[src/design/fsv_pkg.sv]
// shared types, constants and tables of the formant speech voice
package fsv_pkg;

  localparam int FORMANT_COUNT = 3;
  localparam int FIDX_W = 2;
  localparam int ROW_COUNT = 17;
  localparam logic [FIDX_W-1:0] LAST_FORMANT = 2'd2;
  localparam logic [1:0] LAST_TAYLOR = 2'd2;

  localparam logic [4:0] VOWEL_ROWS = 5'd9;
  localparam logic [4:0] LAST_ROW = 5'd16;
  localparam logic [20:0] PITCH_LIMIT = 21'h100000;
  localparam logic [31:0] SAMPLE_RATE = 32'd48000;
  localparam logic [31:0] THETA_SCALE = 32'd1686629713;
  localparam logic [30:0] TERM_ONE = 31'h4000_0000;
  localparam logic [31:0] TAYLOR_FIRST = 32'd72;
  localparam logic [31:0] TAYLOR_DIV [3] = '{32'd42, 32'd20, 32'd6};

  localparam logic [6:0] BLOCK_LENGTH_RESET = 7'd12;
  localparam logic [11:0] CONSONANT_LENGTH_RESET = 12'd2400;

  typedef enum logic {
    REG_BLOCK_LENGTH     = 1'b0,
    REG_CONSONANT_LENGTH = 1'b1
  } reg_index_e;

  localparam logic [7:0] ROW_FREQ [ROW_COUNT][FORMANT_COUNT] = '{
    '{8'd60, 8'd90, 8'd200}, '{8'd40, 8'd114, 8'd139}, '{8'd33, 8'd155, 8'd209},
    '{8'd22, 8'd189, 8'd247}, '{8'd51, 8'd99, 8'd195}, '{8'd29, 8'd65, 8'd180},
    '{8'd13, 8'd103, 8'd182}, '{8'd20, 8'd114, 8'd213}, '{8'd13, 8'd164, 8'd222},
    '{8'd13, 8'd121, 8'd254}, '{8'd40, 8'd112, 8'd114}, '{8'd24, 8'd54, 8'd157},
    '{8'd33, 8'd155, 8'd166}, '{8'd36, 8'd83, 8'd249}, '{8'd40, 8'd114, 8'd139},
    '{8'd13, 8'd58, 8'd182}, '{8'd13, 8'd164, 8'd222}
  };

  localparam logic [3:0] ROW_AMP [ROW_COUNT][FORMANT_COUNT] = '{
    '{4'd15, 4'd13, 4'd1}, '{4'd13, 4'd12, 4'd6}, '{4'd14, 4'd12, 4'd7},
    '{4'd13, 4'd10, 4'd8}, '{4'd15, 4'd12, 4'd1}, '{4'd13, 4'd8, 4'd0},
    '{4'd12, 4'd3, 4'd0}, '{4'd15, 4'd3, 4'd0}, '{4'd7, 4'd3, 4'd14},
    '{4'd9, 4'd9, 4'd0}, '{4'd12, 4'd10, 4'd5}, '{4'd13, 4'd8, 4'd0},
    '{4'd14, 4'd12, 4'd7}, '{4'd14, 4'd8, 4'd1}, '{4'd14, 4'd12, 4'd6},
    '{4'd5, 4'd5, 4'd5}, '{4'd7, 4'd10, 4'd14}
  };

  localparam logic [15:0] LEVEL_TABLE [16] = '{
    16'd2048, 16'd2462, 16'd2959, 16'd3557, 16'd4275, 16'd5139, 16'd6177, 16'd7425,
    16'd8925, 16'd10728, 16'd12895, 16'd15500, 16'd18632, 16'd22396, 16'd26920,
    16'd32358
  };

  typedef struct packed {
    logic        start;
    logic [31:0] a;
    logic [31:0] b;
  } mul_req_t;

  typedef struct packed {
    logic        busy;
    logic        done;
    logic [63:0] p;
  } mul_rsp_t;

  typedef struct packed {
    logic        start;
    logic [63:0] n;
    logic [31:0] d;
  } div_req_t;

  typedef struct packed {
    logic        busy;
    logic        done;
    logic [63:0] q;
  } div_rsp_t;

endpackage

[src/design/fsv_mul.sv]
// bit-serial 32x32 unsigned multiplier, one multiplier bit per cycle
module fsv_mul import fsv_pkg::*; (
  input  logic     clk_i,
  input  logic     rst_ni,
  input  mul_req_t req_i,
  output mul_rsp_t rsp_o
);

  logic        busy_q;
  logic        done_q;
  logic [4:0]  cnt_q;
  logic [31:0] a_q;
  logic [31:0] hi_q;
  logic [31:0] lo_q;
  logic [32:0] sum;

  assign sum = {1'b0, hi_q} + (lo_q[0] ? {1'b0, a_q} : 33'd0);

  always_ff @(posedge clk_i or negedge rst_ni) begin
    if (!rst_ni) begin
      busy_q <= 1'b0;
      done_q <= 1'b0;
      cnt_q  <= '0;
      a_q    <= '0;
      hi_q   <= '0;
      lo_q   <= '0;
    end else begin
      done_q <= 1'b0;
      if (req_i.start) begin
        busy_q <= 1'b1;
        cnt_q  <= '0;
        a_q    <= req_i.a;
        hi_q   <= '0;
        lo_q   <= req_i.b;
      end else if (busy_q) begin
        hi_q  <= sum[32:1];
        lo_q  <= {sum[0], lo_q[31:1]};
        cnt_q <= cnt_q + 5'd1;
        if (cnt_q == 5'd31) begin
          busy_q <= 1'b0;
          done_q <= 1'b1;
        end
      end
    end
  end

  assign rsp_o.busy = busy_q;
  assign rsp_o.done = done_q;
  assign rsp_o.p    = {hi_q, lo_q};

endmodule

[src/design/fsv_div.sv]
// restoring divider, 64-bit dividend by 32-bit divisor, one quotient bit per cycle
module fsv_div import fsv_pkg::*; (
  input  logic     clk_i,
  input  logic     rst_ni,
  input  div_req_t req_i,
  output div_rsp_t rsp_o
);

  logic        busy_q;
  logic        done_q;
  logic [5:0]  cnt_q;
  logic [31:0] d_q;
  logic [31:0] rem_q;
  logic [63:0] quo_q;
  logic [32:0] part;
  logic [33:0] trial;
  logic        ge;

  assign part  = {rem_q, quo_q[63]};
  assign trial = {1'b0, part} - {2'b0, d_q};
  assign ge    = !trial[33];

  always_ff @(posedge clk_i or negedge rst_ni) begin
    if (!rst_ni) begin
      busy_q <= 1'b0;
      done_q <= 1'b0;
      cnt_q  <= '0;
      d_q    <= '0;
      rem_q  <= '0;
      quo_q  <= '0;
    end else begin
      done_q <= 1'b0;
      if (req_i.start) begin
        busy_q <= 1'b1;
        cnt_q  <= '0;
        d_q    <= req_i.d;
        rem_q  <= '0;
        quo_q  <= req_i.n;
      end else if (busy_q) begin
        rem_q <= ge ? trial[31:0] : part[31:0];
        quo_q <= {quo_q[62:0], ge};
        cnt_q <= cnt_q + 6'd1;
        if (cnt_q == 6'd63) begin
          busy_q <= 1'b0;
          done_q <= 1'b1;
        end
      end
    end
  end

  assign rsp_o.busy = busy_q;
  assign rsp_o.done = done_q;
  assign rsp_o.q    = quo_q;

endmodule

[src/design/fsv_regs.sv]
// apb configuration registers of the formant speech voice
module fsv_regs import fsv_pkg::*; (
  input  logic        clk_i,
  input  logic        rst_ni,
  input  logic        psel,
  input  logic        penable,
  input  logic        pwrite,
  input  logic [2:0]  paddr,
  input  logic [31:0] pwdata,
  output logic [31:0] prdata,
  output logic        pready,
  output logic [6:0]  block_length_o,
  output logic [11:0] consonant_length_o
);

  logic [6:0]  bl_q;
  logic [11:0] cl_q;
  reg_index_e  sel;

  assign sel    = reg_index_e'(paddr[2]);
  assign pready = 1'b1;

  always_ff @(posedge clk_i or negedge rst_ni) begin
    if (!rst_ni) begin
      bl_q <= BLOCK_LENGTH_RESET;
      cl_q <= CONSONANT_LENGTH_RESET;
    end else if (psel && penable && pwrite && pready) begin
      unique case (sel)
        REG_BLOCK_LENGTH:     bl_q <= pwdata[6:0];
        REG_CONSONANT_LENGTH: cl_q <= pwdata[11:0];
        default: ;
      endcase
    end
  end

  always_comb begin
    unique case (sel)
      REG_BLOCK_LENGTH:     prdata = {25'd0, bl_q};
      REG_CONSONANT_LENGTH: prdata = {20'd0, cl_q};
      default:              prdata = '0;
    endcase
  end

  assign block_length_o     = bl_q;
  assign consonant_length_o = cl_q;

endmodule

[src/design/formant_speech_voice_top.sv]
// top level of the three-formant speech voice
// One input transaction is one audio sample tick and gives one output transaction with
// the pulse excitation and the formant voice sample, both signed Q2.16 and saturated.
// All multiplications and divisions run through one bit-serial multiplier and one
// restoring divider, stepped by a sequencer: a tick in which the pitch phase wraps also
// works out the sub-sample edge position, and a tick that starts a block also runs the
// formant table blend and the pitch ramp.
// The three sine values come from a Taylor series evaluated on the shared units, which
// is most of the work of a tick. A new transaction is taken as soon as the sequencer
// is back in idle, while the previous result may still wait in the output register.
// Configuration writes go through the apb port: block length at address 0, consonant
// length at address 4; write them only while the block is idle.
module formant_speech_voice_top import fsv_pkg::*; #(
  parameter int SINE_ENTRIES = 1024
) (
  input  logic        clk_i,
  input  logic        rst_ni,
  input  logic        psel,
  input  logic        penable,
  input  logic        pwrite,
  input  logic [2:0]  paddr,
  input  logic [31:0] pwdata,
  output logic [31:0] prdata,
  output logic        pready,
  input  logic        in_valid_i,
  output logic        in_ready_o,
  input  logic        block_start_i,
  input  logic        consonant_trigger_i,
  input  logic [23:0] pitch_increment_i,
  input  logic [15:0] vowel_position_i,
  input  logic [15:0] formant_shift_i,
  output logic        out_valid_o,
  input  logic        out_ready_i,
  output logic [17:0] excitation_sample_o,
  output logic [17:0] voice_sample_o
);

  typedef enum logic [4:0] {
    S_IDLE, S_CTRL, S_FA, S_FB, S_FC, S_FD, S_LA, S_LB, S_STEP,
    S_TICK, S_TDIV, S_TFP, S_TT, S_TU, S_LP,
    S_SN0, S_SN1, S_SN2, S_SN3, S_SN4, S_SN5, S_SN6, S_SN7, S_SN8,
    S_OM, S_OUT
  } state_e;

  // saturate a 30-bit signed value into 18 or 24 bits
  function automatic logic [17:0] sat18(input logic [29:0] v);
    if (v[29:17] == {13{v[29]}}) return v[17:0];
    return v[29] ? 18'h20000 : 18'h1FFFF;
  endfunction

  function automatic logic [23:0] sat24(input logic [29:0] v);
    if (v[29:23] == {7{v[29]}}) return v[23:0];
    return v[29] ? 24'h800000 : 24'h7FFFFF;
  endfunction

  // configuration
  logic [6:0]  block_length;
  logic [11:0] consonant_length;

  fsv_regs u_regs (
    .clk_i,
    .rst_ni,
    .psel,
    .penable,
    .pwrite,
    .paddr,
    .pwdata,
    .prdata,
    .pready,
    .block_length_o     (block_length),
    .consonant_length_o (consonant_length)
  );

  // shared serial units
  mul_req_t mul_req;
  mul_rsp_t mul_rsp;
  div_req_t div_req;
  div_rsp_t div_rsp;

  fsv_mul u_mul (.clk_i, .rst_ni, .req_i(mul_req), .rsp_o(mul_rsp));
  fsv_div u_div (.clk_i, .rst_ni, .req_i(div_req), .rsp_o(div_rsp));

  // sequencer and latched transaction
  state_e            state_q;
  logic              pend_q;
  logic [FIDX_W-1:0] idx_q;
  logic [1:0]        k_q;
  logic              start_q;
  logic              trig_q;
  logic [20:0]       pinc_q;
  logic [15:0]       vow_q;
  logic [15:0]       sh_q;

  // voice state
  logic [31:0] phase_q;
  logic [31:0] cp_q;
  logic [31:0] step_q;
  logic [6:0]  ticks_q;
  logic [23:0] carried_q;
  logic [23:0] lp_q;
  logic [31:0] fp_q   [FORMANT_COUNT];
  logic [31:0] finc_q [FORMANT_COUNT];
  logic [15:0] lvl_q  [FORMANT_COUNT];
  logic [11:0] cd_q;
  logic [2:0]  choice_q;

  // working registers
  logic [4:0]  row_q;
  logic [4:0]  row2_q;
  logic [15:0] frac_q;
  logic [16:0] omf_q;
  logic [17:0] factor_q;
  logic [63:0] acc_q;
  logic [31:0] freq_q;
  logic [15:0] t_q;
  logic [25:0] pthis_q;
  logic [31:0] pv_q;
  logic [31:0] th_q;
  logic [31:0] x2_q;
  logic [30:0] term_q;
  logic        neg_q;
  logic [16:0] r_q;
  logic [35:0] s_q;
  logic        out_valid_q;
  logic [17:0] exc_q;
  logic [17:0] voi_q;
  logic [17:0] exc_out_q;
  logic [17:0] voi_out_q;

  // block start control math
  logic [6:0]  len_c;
  logic [27:0] mix_c;
  logic [2:0]  choice_c;
  logic [11:0] cd_sel;
  logic [11:0] cd_after;
  logic [34:0] pos_c;
  logic [4:0]  row_c;
  logic [4:0]  row2_c;
  logic [15:0] frac_c;
  logic [18:0] five_sh;
  logic [17:0] factor_c;
  logic [33:0] diff_c;
  logic [33:0] diff_mag;

  always_comb begin
    len_c    = (block_length == 7'd0) ? 7'd1 : block_length;
    mix_c    = {4'd0, vow_q, 8'd0} + {7'd0, pinc_q} + {6'd0, pinc_q, 1'b0}
             + {1'b0, sh_q, 11'd0} - {4'd0, sh_q, 8'd0};
    choice_c = trig_q ? mix_c[23:21] : choice_q;
    cd_sel   = trig_q ? consonant_length : cd_q;
    cd_after = cd_sel - ((cd_sel < {5'd0, len_c}) ? cd_sel : {5'd0, len_c});
    pos_c    = {vow_q, 19'd0} - {16'd0, vow_q, 3'd0} + {19'd0, vow_q};
    if (cd_after != 12'd0) begin
      row_c  = {2'd0, choice_c} + VOWEL_ROWS;
      frac_c = '0;
    end else begin
      row_c  = {2'd0, pos_c[34:32]};
      frac_c = pos_c[31:16];
    end
    if (row_c > LAST_ROW) row_c = LAST_ROW;
    row2_c   = (row_c >= LAST_ROW) ? LAST_ROW : row_c + 5'd1;
    five_sh  = {1'b0, sh_q, 2'b00} + {3'd0, sh_q};
    factor_c = 18'h10000 + five_sh[18:1];
    diff_c   = {5'd0, pinc_q, 8'd0} - {2'd0, cp_q};
    diff_mag = diff_c[33] ? (~diff_c + 34'd1) : diff_c;
  end

  // per-tick math
  logic [31:0] freq_c;
  logic [32:0] sum_c;
  logic [26:0] d_c;
  logic        d_neg;
  logic [26:0] d_mag;
  logic [16:0] coef_c;
  logic [16:0] u_c;
  logic [31:0] qv_c;
  logic        qneg_c;
  logic        s_neg;
  logic [35:0] s_mag;
  logic [32:0] om_full;
  logic [16:0] om_c;

  always_comb begin
    freq_c  = (ticks_q != 7'd0) ? cp_q + step_q : cp_q;
    sum_c   = {1'b0, phase_q} + {1'b0, freq_c};
    d_c     = {pthis_q[25], pthis_q} - 27'h200000 - {{3{lp_q[23]}}, lp_q};
    d_neg   = d_c[26];
    d_mag   = d_neg ? (~d_c + 27'd1) : d_c;
    coef_c  = (freq_q[31:12] > 20'h10000) ? 17'h10000 : freq_q[28:12];
    u_c     = 17'h10000 - {1'b0, t_q};
    // fold the sine phase onto the first quarter wave
    if (pv_q < 32'h4000_0000) begin
      qv_c = pv_q;                 qneg_c = 1'b0;
    end else if (pv_q < 32'h8000_0000) begin
      qv_c = 32'h8000_0000 - pv_q; qneg_c = 1'b0;
    end else if (pv_q < 32'hC000_0000) begin
      qv_c = pv_q - 32'h8000_0000; qneg_c = 1'b1;
    end else begin
      qv_c = 32'd0 - pv_q;         qneg_c = 1'b1;
    end
    s_neg   = s_q[35];
    s_mag   = s_neg ? (~s_q + 36'd1) : s_q;
    om_full = {1'b1, 32'd0} - {1'b0, phase_q};
    om_c    = om_full[32:16];
  end

  // results taken from the units
  logic [63:0] mp;
  logic [63:0] dq;
  logic [32:0] lvl_sum;
  logic [45:0] lp_pm;
  logic [45:0] lp_ps;
  logic [29:0] lp_new;
  logic [50:0] om_pm;
  logic [50:0] om_ps;
  logic [32:0] r_sum;
  logic [22:0] blep_next;

  always_comb begin
    mp        = mul_rsp.p;
    dq        = div_rsp.q;
    lvl_sum   = acc_q[32:0] + mp[32:0];
    lp_pm     = {1'b0, mp[44:0]};
    lp_ps     = d_neg ? (~lp_pm + 46'd1) : lp_pm;
    lp_new    = {{6{lp_q[23]}}, lp_q} + lp_ps[45:16];
    om_pm     = {1'b0, mp[49:0]};
    om_ps     = s_neg ? (~om_pm + 51'd1) : om_pm;
    r_sum     = {1'b0, mp[61:30]} + 33'h4000;
    blep_next = {1'b0, mp[32:11]} + {1'b0, phase_q[31:10]};
  end

  // operand selection for the shared units
  logic mul_op;
  logic div_op;
  logic op_done;
  logic res_ok;

  always_comb begin
    mul_op  = 1'b0;
    div_op  = 1'b0;
    mul_req = '0;
    div_req = '0;
    case (state_q)
      S_FA: begin
        mul_op = 1'b1;
        mul_req.a = {24'd0, ROW_FREQ[row_q][idx_q]};
        mul_req.b = {15'd0, omf_q};
      end
      S_FB: begin
        mul_op = 1'b1;
        mul_req.a = {24'd0, ROW_FREQ[row2_q][idx_q]};
        mul_req.b = {16'd0, frac_q};
      end
      S_FC: begin
        mul_op = 1'b1;
        mul_req.a = acc_q[31:0];
        mul_req.b = {14'd0, factor_q};
      end
      S_FD: begin
        div_op = 1'b1;
        div_req.n = {acc_q[60:0], 3'd0};
        div_req.d = SAMPLE_RATE;
      end
      S_LA: begin
        mul_op = 1'b1;
        mul_req.a = {16'd0, LEVEL_TABLE[ROW_AMP[row_q][idx_q]]};
        mul_req.b = {15'd0, omf_q};
      end
      S_LB: begin
        mul_op = 1'b1;
        mul_req.a = {16'd0, LEVEL_TABLE[ROW_AMP[row2_q][idx_q]]};
        mul_req.b = {16'd0, frac_q};
      end
      S_STEP: begin
        div_op = 1'b1;
        div_req.n = {30'd0, diff_mag};
        div_req.d = {25'd0, len_c};
      end
      S_TDIV: begin
        div_op = 1'b1;
        div_req.n = {16'd0, phase_q, 16'd0};
        div_req.d = freq_q;
      end
      S_TFP: begin
        mul_op = 1'b1;
        mul_req.a = {16'd0, t_q};
        mul_req.b = finc_q[idx_q];
      end
      S_TT: begin
        mul_op = 1'b1;
        mul_req.a = {16'd0, t_q};
        mul_req.b = {16'd0, t_q};
      end
      S_TU: begin
        mul_op = 1'b1;
        mul_req.a = {15'd0, u_c};
        mul_req.b = {15'd0, u_c};
      end
      S_LP: begin
        mul_op = 1'b1;
        mul_req.a = {15'd0, coef_c};
        mul_req.b = {5'd0, d_mag};
      end
      S_SN0: begin
        mul_op = 1'b1;
        mul_req.a = fp_q[idx_q];
        mul_req.b = 32'(SINE_ENTRIES);
      end
      S_SN1: begin
        div_op = 1'b1;
        div_req.n = {acc_q[31:0], 32'd0};
        div_req.d = 32'(SINE_ENTRIES);
      end
      S_SN2: begin
        mul_op = 1'b1;
        mul_req.a = qv_c;
        mul_req.b = THETA_SCALE;
      end
      S_SN3: begin
        mul_op = 1'b1;
        mul_req.a = th_q;
        mul_req.b = th_q;
      end
      S_SN4: begin
        div_op = 1'b1;
        div_req.n = {32'd0, x2_q};
        div_req.d = TAYLOR_FIRST;
      end
      S_SN5: begin
        mul_op = 1'b1;
        mul_req.a = x2_q;
        mul_req.b = {1'b0, term_q};
      end
      S_SN6: begin
        div_op = 1'b1;
        div_req.n = acc_q;
        div_req.d = TAYLOR_DIV[k_q];
      end
      S_SN7: begin
        mul_op = 1'b1;
        mul_req.a = th_q;
        mul_req.b = {1'b0, term_q};
      end
      S_SN8: begin
        mul_op = 1'b1;
        mul_req.a = {15'd0, r_q};
        mul_req.b = {16'd0, lvl_q[idx_q]};
      end
      S_OM: begin
        mul_op = 1'b1;
        mul_req.a = s_mag[31:0];
        mul_req.b = {15'd0, om_c};
      end
      default: ;
    endcase
    mul_req.start = mul_op && !pend_q;
    div_req.start = div_op && !pend_q;
    op_done = mul_op ? mul_rsp.done : div_rsp.done;
    res_ok  = pend_q && op_done;
  end

  assign in_ready_o = (state_q == S_IDLE);

  always_ff @(posedge clk_i or negedge rst_ni) begin
    if (!rst_ni) begin
      state_q     <= S_IDLE;
      pend_q      <= 1'b0;
      idx_q       <= '0;
      k_q         <= '0;
      start_q     <= 1'b0;
      trig_q      <= 1'b0;
      pinc_q      <= '0;
      vow_q       <= '0;
      sh_q        <= '0;
      phase_q     <= '0;
      cp_q        <= '0;
      step_q      <= '0;
      ticks_q     <= '0;
      carried_q   <= '0;
      lp_q        <= '0;
      for (int i = 0; i < FORMANT_COUNT; i++) begin
        fp_q[i]   <= '0;
        finc_q[i] <= '0;
        lvl_q[i]  <= '0;
      end
      cd_q        <= '0;
      choice_q    <= '0;
      row_q       <= '0;
      row2_q      <= '0;
      frac_q      <= '0;
      omf_q       <= '0;
      factor_q    <= '0;
      acc_q       <= '0;
      freq_q      <= '0;
      t_q         <= '0;
      pthis_q     <= '0;
      pv_q        <= '0;
      th_q        <= '0;
      x2_q        <= '0;
      term_q      <= '0;
      neg_q       <= 1'b0;
      r_q         <= '0;
      s_q         <= '0;
      exc_q       <= '0;
      voi_q       <= '0;
      out_valid_q <= 1'b0;
      exc_out_q   <= '0;
      voi_out_q   <= '0;
    end else begin
      if (mul_op || div_op) begin
        if (!pend_q) pend_q <= 1'b1;
        else if (op_done) pend_q <= 1'b0;
      end
      if (out_valid_q && out_ready_i && state_q != S_OUT) out_valid_q <= 1'b0;

      unique case (state_q)
        S_IDLE: begin
          if (in_valid_i) begin
            start_q <= block_start_i;
            trig_q  <= consonant_trigger_i;
            pinc_q  <= (pitch_increment_i > {3'd0, PITCH_LIMIT}) ? PITCH_LIMIT
                                                                : pitch_increment_i[20:0];
            vow_q   <= vowel_position_i;
            sh_q    <= formant_shift_i;
            state_q <= block_start_i ? S_CTRL : S_TICK;
          end
        end
        // latch the block controls
        S_CTRL: begin
          cd_q     <= cd_after;
          choice_q <= choice_c;
          row_q    <= row_c;
          row2_q   <= row2_c;
          frac_q   <= frac_c;
          omf_q    <= 17'h10000 - {1'b0, frac_c};
          factor_q <= factor_c;
          idx_q    <= '0;
          state_q  <= S_FA;
        end
        S_FA: if (res_ok) begin
          acc_q   <= mp;
          state_q <= S_FB;
        end
        S_FB: if (res_ok) begin
          acc_q   <= acc_q + mp;
          state_q <= S_FC;
        end
        S_FC: if (res_ok) begin
          acc_q   <= mp;
          state_q <= S_FD;
        end
        S_FD: if (res_ok) begin
          finc_q[idx_q] <= dq[31:0];
          state_q       <= S_LA;
        end
        S_LA: if (res_ok) begin
          acc_q   <= mp;
          state_q <= S_LB;
        end
        S_LB: if (res_ok) begin
          lvl_q[idx_q] <= lvl_sum[31:16];
          if (idx_q == LAST_FORMANT) begin
            state_q <= S_STEP;
          end else begin
            idx_q   <= idx_q + 1'b1;
            state_q <= S_FA;
          end
        end
        // pitch ramp step, truncated toward zero
        S_STEP: if (res_ok) begin
          step_q  <= diff_c[33] ? (32'd0 - dq[31:0]) : dq[31:0];
          ticks_q <= len_c;
          state_q <= S_TICK;
        end
        S_TICK: begin
          cp_q    <= freq_c;
          freq_q  <= freq_c;
          if (ticks_q != 7'd0) ticks_q <= ticks_q - 7'd1;
          phase_q <= sum_c[31:0];
          pthis_q <= {2'd0, carried_q};
          if (sum_c[32]) begin
            state_q <= S_TDIV;
          end else begin
            for (int i = 0; i < FORMANT_COUNT; i++) fp_q[i] <= fp_q[i] + finc_q[i];
            carried_q <= {2'd0, sum_c[31:10]};
            state_q   <= S_LP;
          end
        end
        // wrap: fractional position of the edge inside this tick
        S_TDIV: if (res_ok) begin
          t_q     <= (dq > 64'd65535) ? 16'hFFFF : dq[15:0];
          idx_q   <= '0;
          state_q <= S_TFP;
        end
        S_TFP: if (res_ok) begin
          fp_q[idx_q] <= mp[47:16];
          if (idx_q == LAST_FORMANT) begin
            state_q <= S_TT;
          end else begin
            idx_q <= idx_q + 1'b1;
          end
        end
        S_TT: if (res_ok) begin
          pthis_q <= pthis_q - {4'd0, mp[32:11]};
          state_q <= S_TU;
        end
        S_TU: if (res_ok) begin
          carried_q <= {1'b0, blep_next};
          state_q   <= S_LP;
        end
        // leaky lowpass on the pulse and the excitation output
        S_LP: if (res_ok) begin
          lp_q    <= sat24(lp_new);
          exc_q   <= sat18({{9{d_c[26]}}, d_c[26:6]});
          idx_q   <= '0;
          s_q     <= '0;
          state_q <= S_SN0;
        end
        S_SN0: if (res_ok) begin
          acc_q   <= {32'd0, mp[63:32]};
          state_q <= S_SN1;
        end
        S_SN1: if (res_ok) begin
          pv_q    <= dq[31:0];
          state_q <= S_SN2;
        end
        S_SN2: if (res_ok) begin
          th_q    <= mp[61:30];
          neg_q   <= qneg_c;
          state_q <= S_SN3;
        end
        S_SN3: if (res_ok) begin
          x2_q    <= mp[61:30];
          state_q <= S_SN4;
        end
        S_SN4: if (res_ok) begin
          term_q  <= TERM_ONE - dq[30:0];
          k_q     <= '0;
          state_q <= S_SN5;
        end
        S_SN5: if (res_ok) begin
          acc_q   <= {31'd0, mp[62:30]};
          state_q <= S_SN6;
        end
        S_SN6: if (res_ok) begin
          term_q <= TERM_ONE - dq[30:0];
          if (k_q == LAST_TAYLOR) begin
            state_q <= S_SN7;
          end else begin
            k_q     <= k_q + 2'd1;
            state_q <= S_SN5;
          end
        end
        S_SN7: if (res_ok) begin
          r_q     <= r_sum[31:15];
          state_q <= S_SN8;
        end
        S_SN8: if (res_ok) begin
          s_q <= neg_q ? s_q - {4'd0, mp[31:0]} : s_q + {4'd0, mp[31:0]};
          if (idx_q == LAST_FORMANT) begin
            state_q <= S_OM;
          end else begin
            idx_q   <= idx_q + 1'b1;
            state_q <= S_SN0;
          end
        end
        // scale the formant sum by one minus the pitch phase
        S_OM: if (res_ok) begin
          voi_q   <= sat18({{10{om_ps[50]}}, om_ps[50:31]});
          state_q <= S_OUT;
        end
        S_OUT: begin
          if (!out_valid_q || out_ready_i) begin
            out_valid_q <= 1'b1;
            exc_out_q   <= exc_q;
            voi_out_q   <= voi_q;
            state_q     <= S_IDLE;
          end
        end
        default: state_q <= S_IDLE;
      endcase
    end
  end

  assign out_valid_o         = out_valid_q;
  assign excitation_sample_o = exc_out_q;
  assign voice_sample_o      = voi_out_q;

  // the sequencer never restarts a unit that is still working
  a_mul_idle: assert property (@(posedge clk_i) disable iff (!rst_ni)
    mul_req.start |-> !mul_rsp.busy)
    else $error("multiplier restarted while busy");

  a_div_idle: assert property (@(posedge clk_i) disable iff (!rst_ni)
    div_req.start |-> !div_rsp.busy)
    else $error("divider restarted while busy");

  // the multiplier never starts while the divider is still working
  a_one_unit: assert property (@(posedge clk_i) disable iff (!rst_ni)
    mul_req.start |-> !div_rsp.busy)
    else $error("multiplier started while divider busy");

  // an accepted transaction always leaves idle
  a_leave_idle: assert property (@(posedge clk_i) disable iff (!rst_ni)
    (in_valid_i && in_ready_o) |=> (state_q != S_IDLE))
    else $error("transaction accepted but sequencer stayed idle");

endmodule

[config.mk]
export PLATFORM = sky130hd
export DESIGN_NAME = formant_speech_voice_top
export DESIGN_NICKNAME = d
export VERILOG_FILES = /design/src/design/fsv_pkg.sv /design/src/design/fsv_mul.sv /design/src/design/fsv_div.sv /design/src/design/fsv_regs.sv /design/src/design/formant_speech_voice_top.sv
export SDC_FILE = /design/constraint.sdc
export NUM_CORES = 2
export LEC_CHECK = 0
export BUFFER_PORTS_ARGS = -buffer_cell sky130_fd_sc_hd__buf_4
export CAP_MARGIN = 0
export CORE_MARGIN = 5
export CORE_UTILIZATION = 27
export DETAILED_ROUTE_END_ITERATION = 10
export HOLD_SLACK_MARGIN = 0.05
export PLACE_DENSITY = 0.41
export SYNTH_ARGS = -nofsm -noshare
export SYNTH_HDL_FRONTEND = slang
export SYNTH_SLANG_ARGS = --single-unit
[constraint.sdc]
create_clock -name clk_i -period 13.8 [get_ports clk_i]
set_input_delay 1.38 -clock clk_i [delete_from_list [all_inputs] [get_ports clk_i]]
set_output_delay 1.38 -clock clk_i [all_outputs]
set_load 0.01 [all_outputs]
==> results_tabular.tex <==
\begin{tabular}{lr}
\hline
Metric & Value \\
\hline
\multicolumn{2}{l}{\textbf{Status}} \\
Status & complete, but fails checks \\
Violated checks & design-rule violations \\
\multicolumn{2}{l}{\textbf{Layout}} \\
Most common cell after layout, fill and taps aside & sky130\_fd\_sc\_hd\_\_dfrtp\_1 \\
Most frequent cells in the layout & 1133 x sky130\_fd\_sc\_hd\_\_dfrtp\_1, 1058 x sky130\_fd\_sc\_hd\_\_nand2\_1, 907 x sky130\_fd\_sc\_hd\_\_o21ai\_0 \\
Summed area of non-filler cells in the final layout & roughly 100000 um\^{}2 \\
Total number of nets in the final design & roughly 11000 \\
Share of final-layout standard cells stronger than drive strength 1 & 0.1074 \\
Synth-to-Final Area Change & 13.79\% \\
\multicolumn{2}{l}{\textbf{Logic synthesis}} \\
Most used flip-flop cell after synthesis & sky130\_fd\_sc\_hd\_\_dfrtp\_1 \\
Synth Register Bits & 1147 \\
Area of the mapped netlist & between 80000 and 90000 um\^{}2 \\
Number of warnings issued by yosys & 0 \\
Fraction of registers with async set or reset after synthesis & 1.000 \\
Count of different cell masters after synthesis & around 110 \\
Sequential-to-total area share from yosys stat & 0.3275 \\
Adder and majority gate portion of the synthesized area & 0.09891 \\
Portion of netlist area occupied by mux cells & 0.06411 \\
Number of synthesized flops with an enable pin & 0 \\
Simple-gate share of the synthesized area & 0.1557 \\
Largest family of logic cells by synthesized area & compound AO/OA/AOI/OAI gates \\
Compound-gate portion of the synthesized area & 0.2379 \\
Xor/xnor share of the synthesized area & 0.07062 \\
Synthesized instance count & between 10000 and 15000 \\
Synthesized area divided by synthesized cell count & roughly 8.5 um\^{}2 \\
\multicolumn{2}{l}{\textbf{Placement}} \\
Detail Placement HPWL & around 330000 um \\
Placed standard-cell area & 94020 um\^{}2 \\
IO buf count & $\sim$130 \\
Placer's final routability congestion estimate & between 0.9 and 1 \\
\multicolumn{2}{l}{\textbf{Floorplan}} \\
Vert. Die Dim & around 580 um \\
Row count & 209 \\
Die area & 336200 um\^{}2 \\
Die Width & 579.8 um \\
Effective utilization at floorplan & 0.2708 \\
Core Area & about 320000 um\^{}2 \\
Number of primary I/O pins & between 150 and 200 \\
\multicolumn{2}{l}{\textbf{Worst setup path}} \\
Setup slack, reg-to-reg & around 5800 ps \\
Arrival time of data at the critical path endpoint & 8760 ps \\
Critical path endpoint category & flip-flop \\
Reg2reg path depth & 24 \\
Top fanout value on the critical path & between 40 and 50 \\
Crit path kind & reg2reg \\
Required time at the worst-slack endpoint & around 15000 ps \\
Crit start category & flip-flop \\
Worst R2R End & carried\_q[7] \\
Launching element of the worst setup path & freq\_q[0] \\
FF-to-FF Start & freq\_q[0] \\
\multicolumn{2}{l}{\textbf{Timing}} \\
Final critical delay including setup and external delays & between 8000 and 9000 ps \\
Transition time of the tightest slew-check pin & between 1000 and 1500 ps \\
Final Slew Violations & 0 \\
RSZ-0062 raised after global routing & false \\
Count of final setup violators & 0 \\
Setup skew after layout & about 67 ps \\
Ratio of final minimum period to clock period & 0.5798 \\
Worst rel slew slack & 0.02242 \\
Setup total negative slack & 0 ps \\
Highest clock frequency the design can meet & approximately 120 MHz \\
Hold Fails Final Rpt & 0 \\
\multicolumn{2}{l}{\textbf{Power}} \\
Clock Power Share & 0.188 \\
Fraction of power consumed by combinational cells & 0.593 \\
Leakage component of the power & between 40 and 50 nW \\
Switching power of the nets & 0.01259 W \\
Pwr dens & 245.7 nW/um\^{}2 \\
Maximum VDD drop & 196.9 uV \\
Switching share of power & 0.5134 \\
Cell internal pwr & between 0.01 and 0.015 W \\
Share of power burned in registers & 0.219 \\
\multicolumn{2}{l}{\textbf{Detailed routing}} \\
WL final & 428700 um \\
Iter 0 DRT Violations & between 8000 and 9000 \\
Antenna violation net count after detailed routing & 0 \\
Ratio of routed vias to standard cells & 5.586 \\
Routed len/inst & about 29 um \\
Drt drc & 2 \\
Routed vias & approximately 82000 \\
Number of optimization iterations in the first detailed-route pass & 11 \\
\multicolumn{2}{l}{\textbf{Clock tree}} \\
Root Driver & sky130\_fd\_sc\_hd\_\_clkbuf\_16 \\
Total CTS buffers & 160 \\
Clock sink count & about 1100 \\
Count of cells resized by post-cts repair & 0 \\
Buffer levels on the longest clock path & 4 \\
Number of setup buffers added after CTS & 0 \\
TritonCTS clock tree & built \\
Post-CTS Hold Fix Bufs & 0 \\
Clk\_lat worst skew & approximately 870 ps \\
CTS H-tree depth & 4 \\
Clk pin slew, worst setup/hold paths & roughly 60 ps \\
\multicolumn{2}{l}{\textbf{GRT}} \\
Wire length of the first global-routing pass & $\sim$600000 um \\
Vias in the first global route & just under 80000 \\
GRT Residual Overflow & 0 \\
Initial antenna violation count & 34 \\
Global router's overall resource usage & 0.2442 \\
Maximum number of pins on one net before global-route repair & about 140 \\
\multicolumn{2}{l}{\textbf{Flow run}} \\
Number of maximum-capacitance violations & 0 \\
\multicolumn{2}{l}{\textbf{Hold path}} \\
Tightest Hold Check Type & in2async \\
\hline
\end{tabular}
-- per-stage QoR --
step	power (W)	worst slack, ps	hold slack (ps)	std cells	utilization
after floorplan	0.01422	6393	439.6	10355	-
after global placement	0.01960	5998	455.3	14442	0.2904
after detailed placement	0.01967	6045	459.6	14442	0.2904
after CTS	0.02441	5920	455.1	14729	0.3080
after global routing	0.02602	5416	448.7	14730	0.3080
final	0.02451	5799	405.0	14748	0.3081
-- logic make-up (layout without fill, tap and decap cells) --
| kind of cell | Yosys count | after routing |
|---|---|---|
| AOI/OAI and AO/OA | 3314 | 3314 |
| and+or+nand+nor | 2952 | 2952 |
| DFF | 1147 | 1147 |
| buffers and inverters | 1031 | 1080 |
| xor gates and xnor gates | 706 | 706 |
| adders and majority gates | 661 | 661 |
| muxes | 523 | 523 |
| other | 2 | 40 |
-- final cells by class --
class	count	area [um^2]
flip-flops and latches	1147	28730
clock buffers	218	4623
fillers	34390	224000
repair buffers	373	2883
clock inverters	69	1067
well taps	4325	5411
inverters	420	1577
multi-input cells	8177	55420
diodes	19	47.55
-- how the worst max path moves through the flow --
stage                   end  slack (ps)
2_1_floorplan     omf_q[10]        6390
3_3_place_gp       fp_q[56]        6000
3_5_place_dp   carried_q[7]        6040
4_1_cts        carried_q[7]        5920
5_1_grt        carried_q[7]        5420
6_report       carried_q[7]        5800
-- synth_stat cells, types with 99 or more instances --
| cell type | count | area, um^2 |
|---|---|---|
| sky130_fd_sc_hd__clkbuf_1 | 532 | 1997 |
| sky130_fd_sc_hd__ha_1 | 605 | 7570 |
| sky130_fd_sc_hd__mux2_2 | 308 | 3468 |
| sky130_fd_sc_hd__inv_1 | 414 | 1554 |
| sky130_fd_sc_hd__a31oi_1 | 157 | 982.2 |
| sky130_fd_sc_hd__xnor2_1 | 450 | 3941 |
| sky130_fd_sc_hd__a21o_1 | 230 | 1727 |
| sky130_fd_sc_hd__a21oi_1 | 877 | 4389 |
| sky130_fd_sc_hd__nor3_1 | 163 | 815.8 |
| sky130_fd_sc_hd__a211oi_1 | 118 | 885.9 |
| sky130_fd_sc_hd__nor2b_1 | 103 | 644.4 |
| sky130_fd_sc_hd__nand3_1 | 200 | 1001 |
| sky130_fd_sc_hd__nor2_1 | 818 | 3070 |
| sky130_fd_sc_hd__nand2_1 | 1064 | 3994 |
| sky130_fd_sc_hd__xor2_1 | 255 | 2233 |
| sky130_fd_sc_hd__dfrtp_1 | 1141 | 28550 |
| sky130_fd_sc_hd__mux2i_1 | 215 | 2152 |
| sky130_fd_sc_hd__a22oi_1 | 165 | 1239 |
| sky130_fd_sc_hd__o21ai_0 | 910 | 4554 |
| sky130_fd_sc_hd__nand2b_1 | 99 | 619.3 |
-- power by group through the flow --
stage,clock (W),combinational (W),sequential [W]
global route,0.00483,0.0158,0.00543
CTS,0.00471,0.0143,0.00536
finish,0.00461,0.0145,0.00537
floorplan,0,0.00960,0.00462
detailed placement,0,0.0143,0.00541
global placement,0,0.0142,0.00540
-- state kept, by name, indices dropped and copies added, names as in the netlist, 36 cells and up --
register / cells
acc_q: 64
finc_q: 96
fp_q: 96
lvl_q: 48
s_q: 36
u_div.quo_q: 64
-- routing by layer --
layer,routed length [um],GRT usage,part of all wire,vias up
met3,29610,0.04298,0.069,729
met5,32,0,0.000075,-
li1,-,-,-,37384
met2,187300,0.3775,0.44,3193
met1,186200,0.3273,0.43,41067
met4,25560,0.1228,0.060,4
-- critical path: stages, from the launching register on --
cell	delay, ps
sky130_fd_sc_hd__dfrtp_1	480
sky130_fd_sc_hd__ha_1	280
sky130_fd_sc_hd__fa_1	410
sky130_fd_sc_hd__a21o_1	200
sky130_fd_sc_hd__a21oi_1	220
sky130_fd_sc_hd__o21bai_1	130
sky130_fd_sc_hd__a21oi_1	280
sky130_fd_sc_hd__a21oi_1	150
sky130_fd_sc_hd__o41ai_1	690
sky130_fd_sc_hd__nor2_1	150
sky130_fd_sc_hd__or3_1	390
sky130_fd_sc_hd__xor2_1	170
sky130_fd_sc_hd__nand2_1	70
sky130_fd_sc_hd__o21ai_0	290
sky130_fd_sc_hd__ha_1	520
sky130_fd_sc_hd__nand4_1	210
sky130_fd_sc_hd__o41ai_1	730
sky130_fd_sc_hd__a211oi_1	180
sky130_fd_sc_hd__buf_4	240
sky130_fd_sc_hd__nor2_1	820
sky130_fd_sc_hd__o21ai_0	140
sky130_fd_sc_hd__and3_2	260
sky130_fd_sc_hd__buf_4	270
sky130_fd_sc_hd__o211ai_1	310
sky130_fd_sc_hd__o21a_1	170
Note: power is estimated with default switching activity, not from simulation.
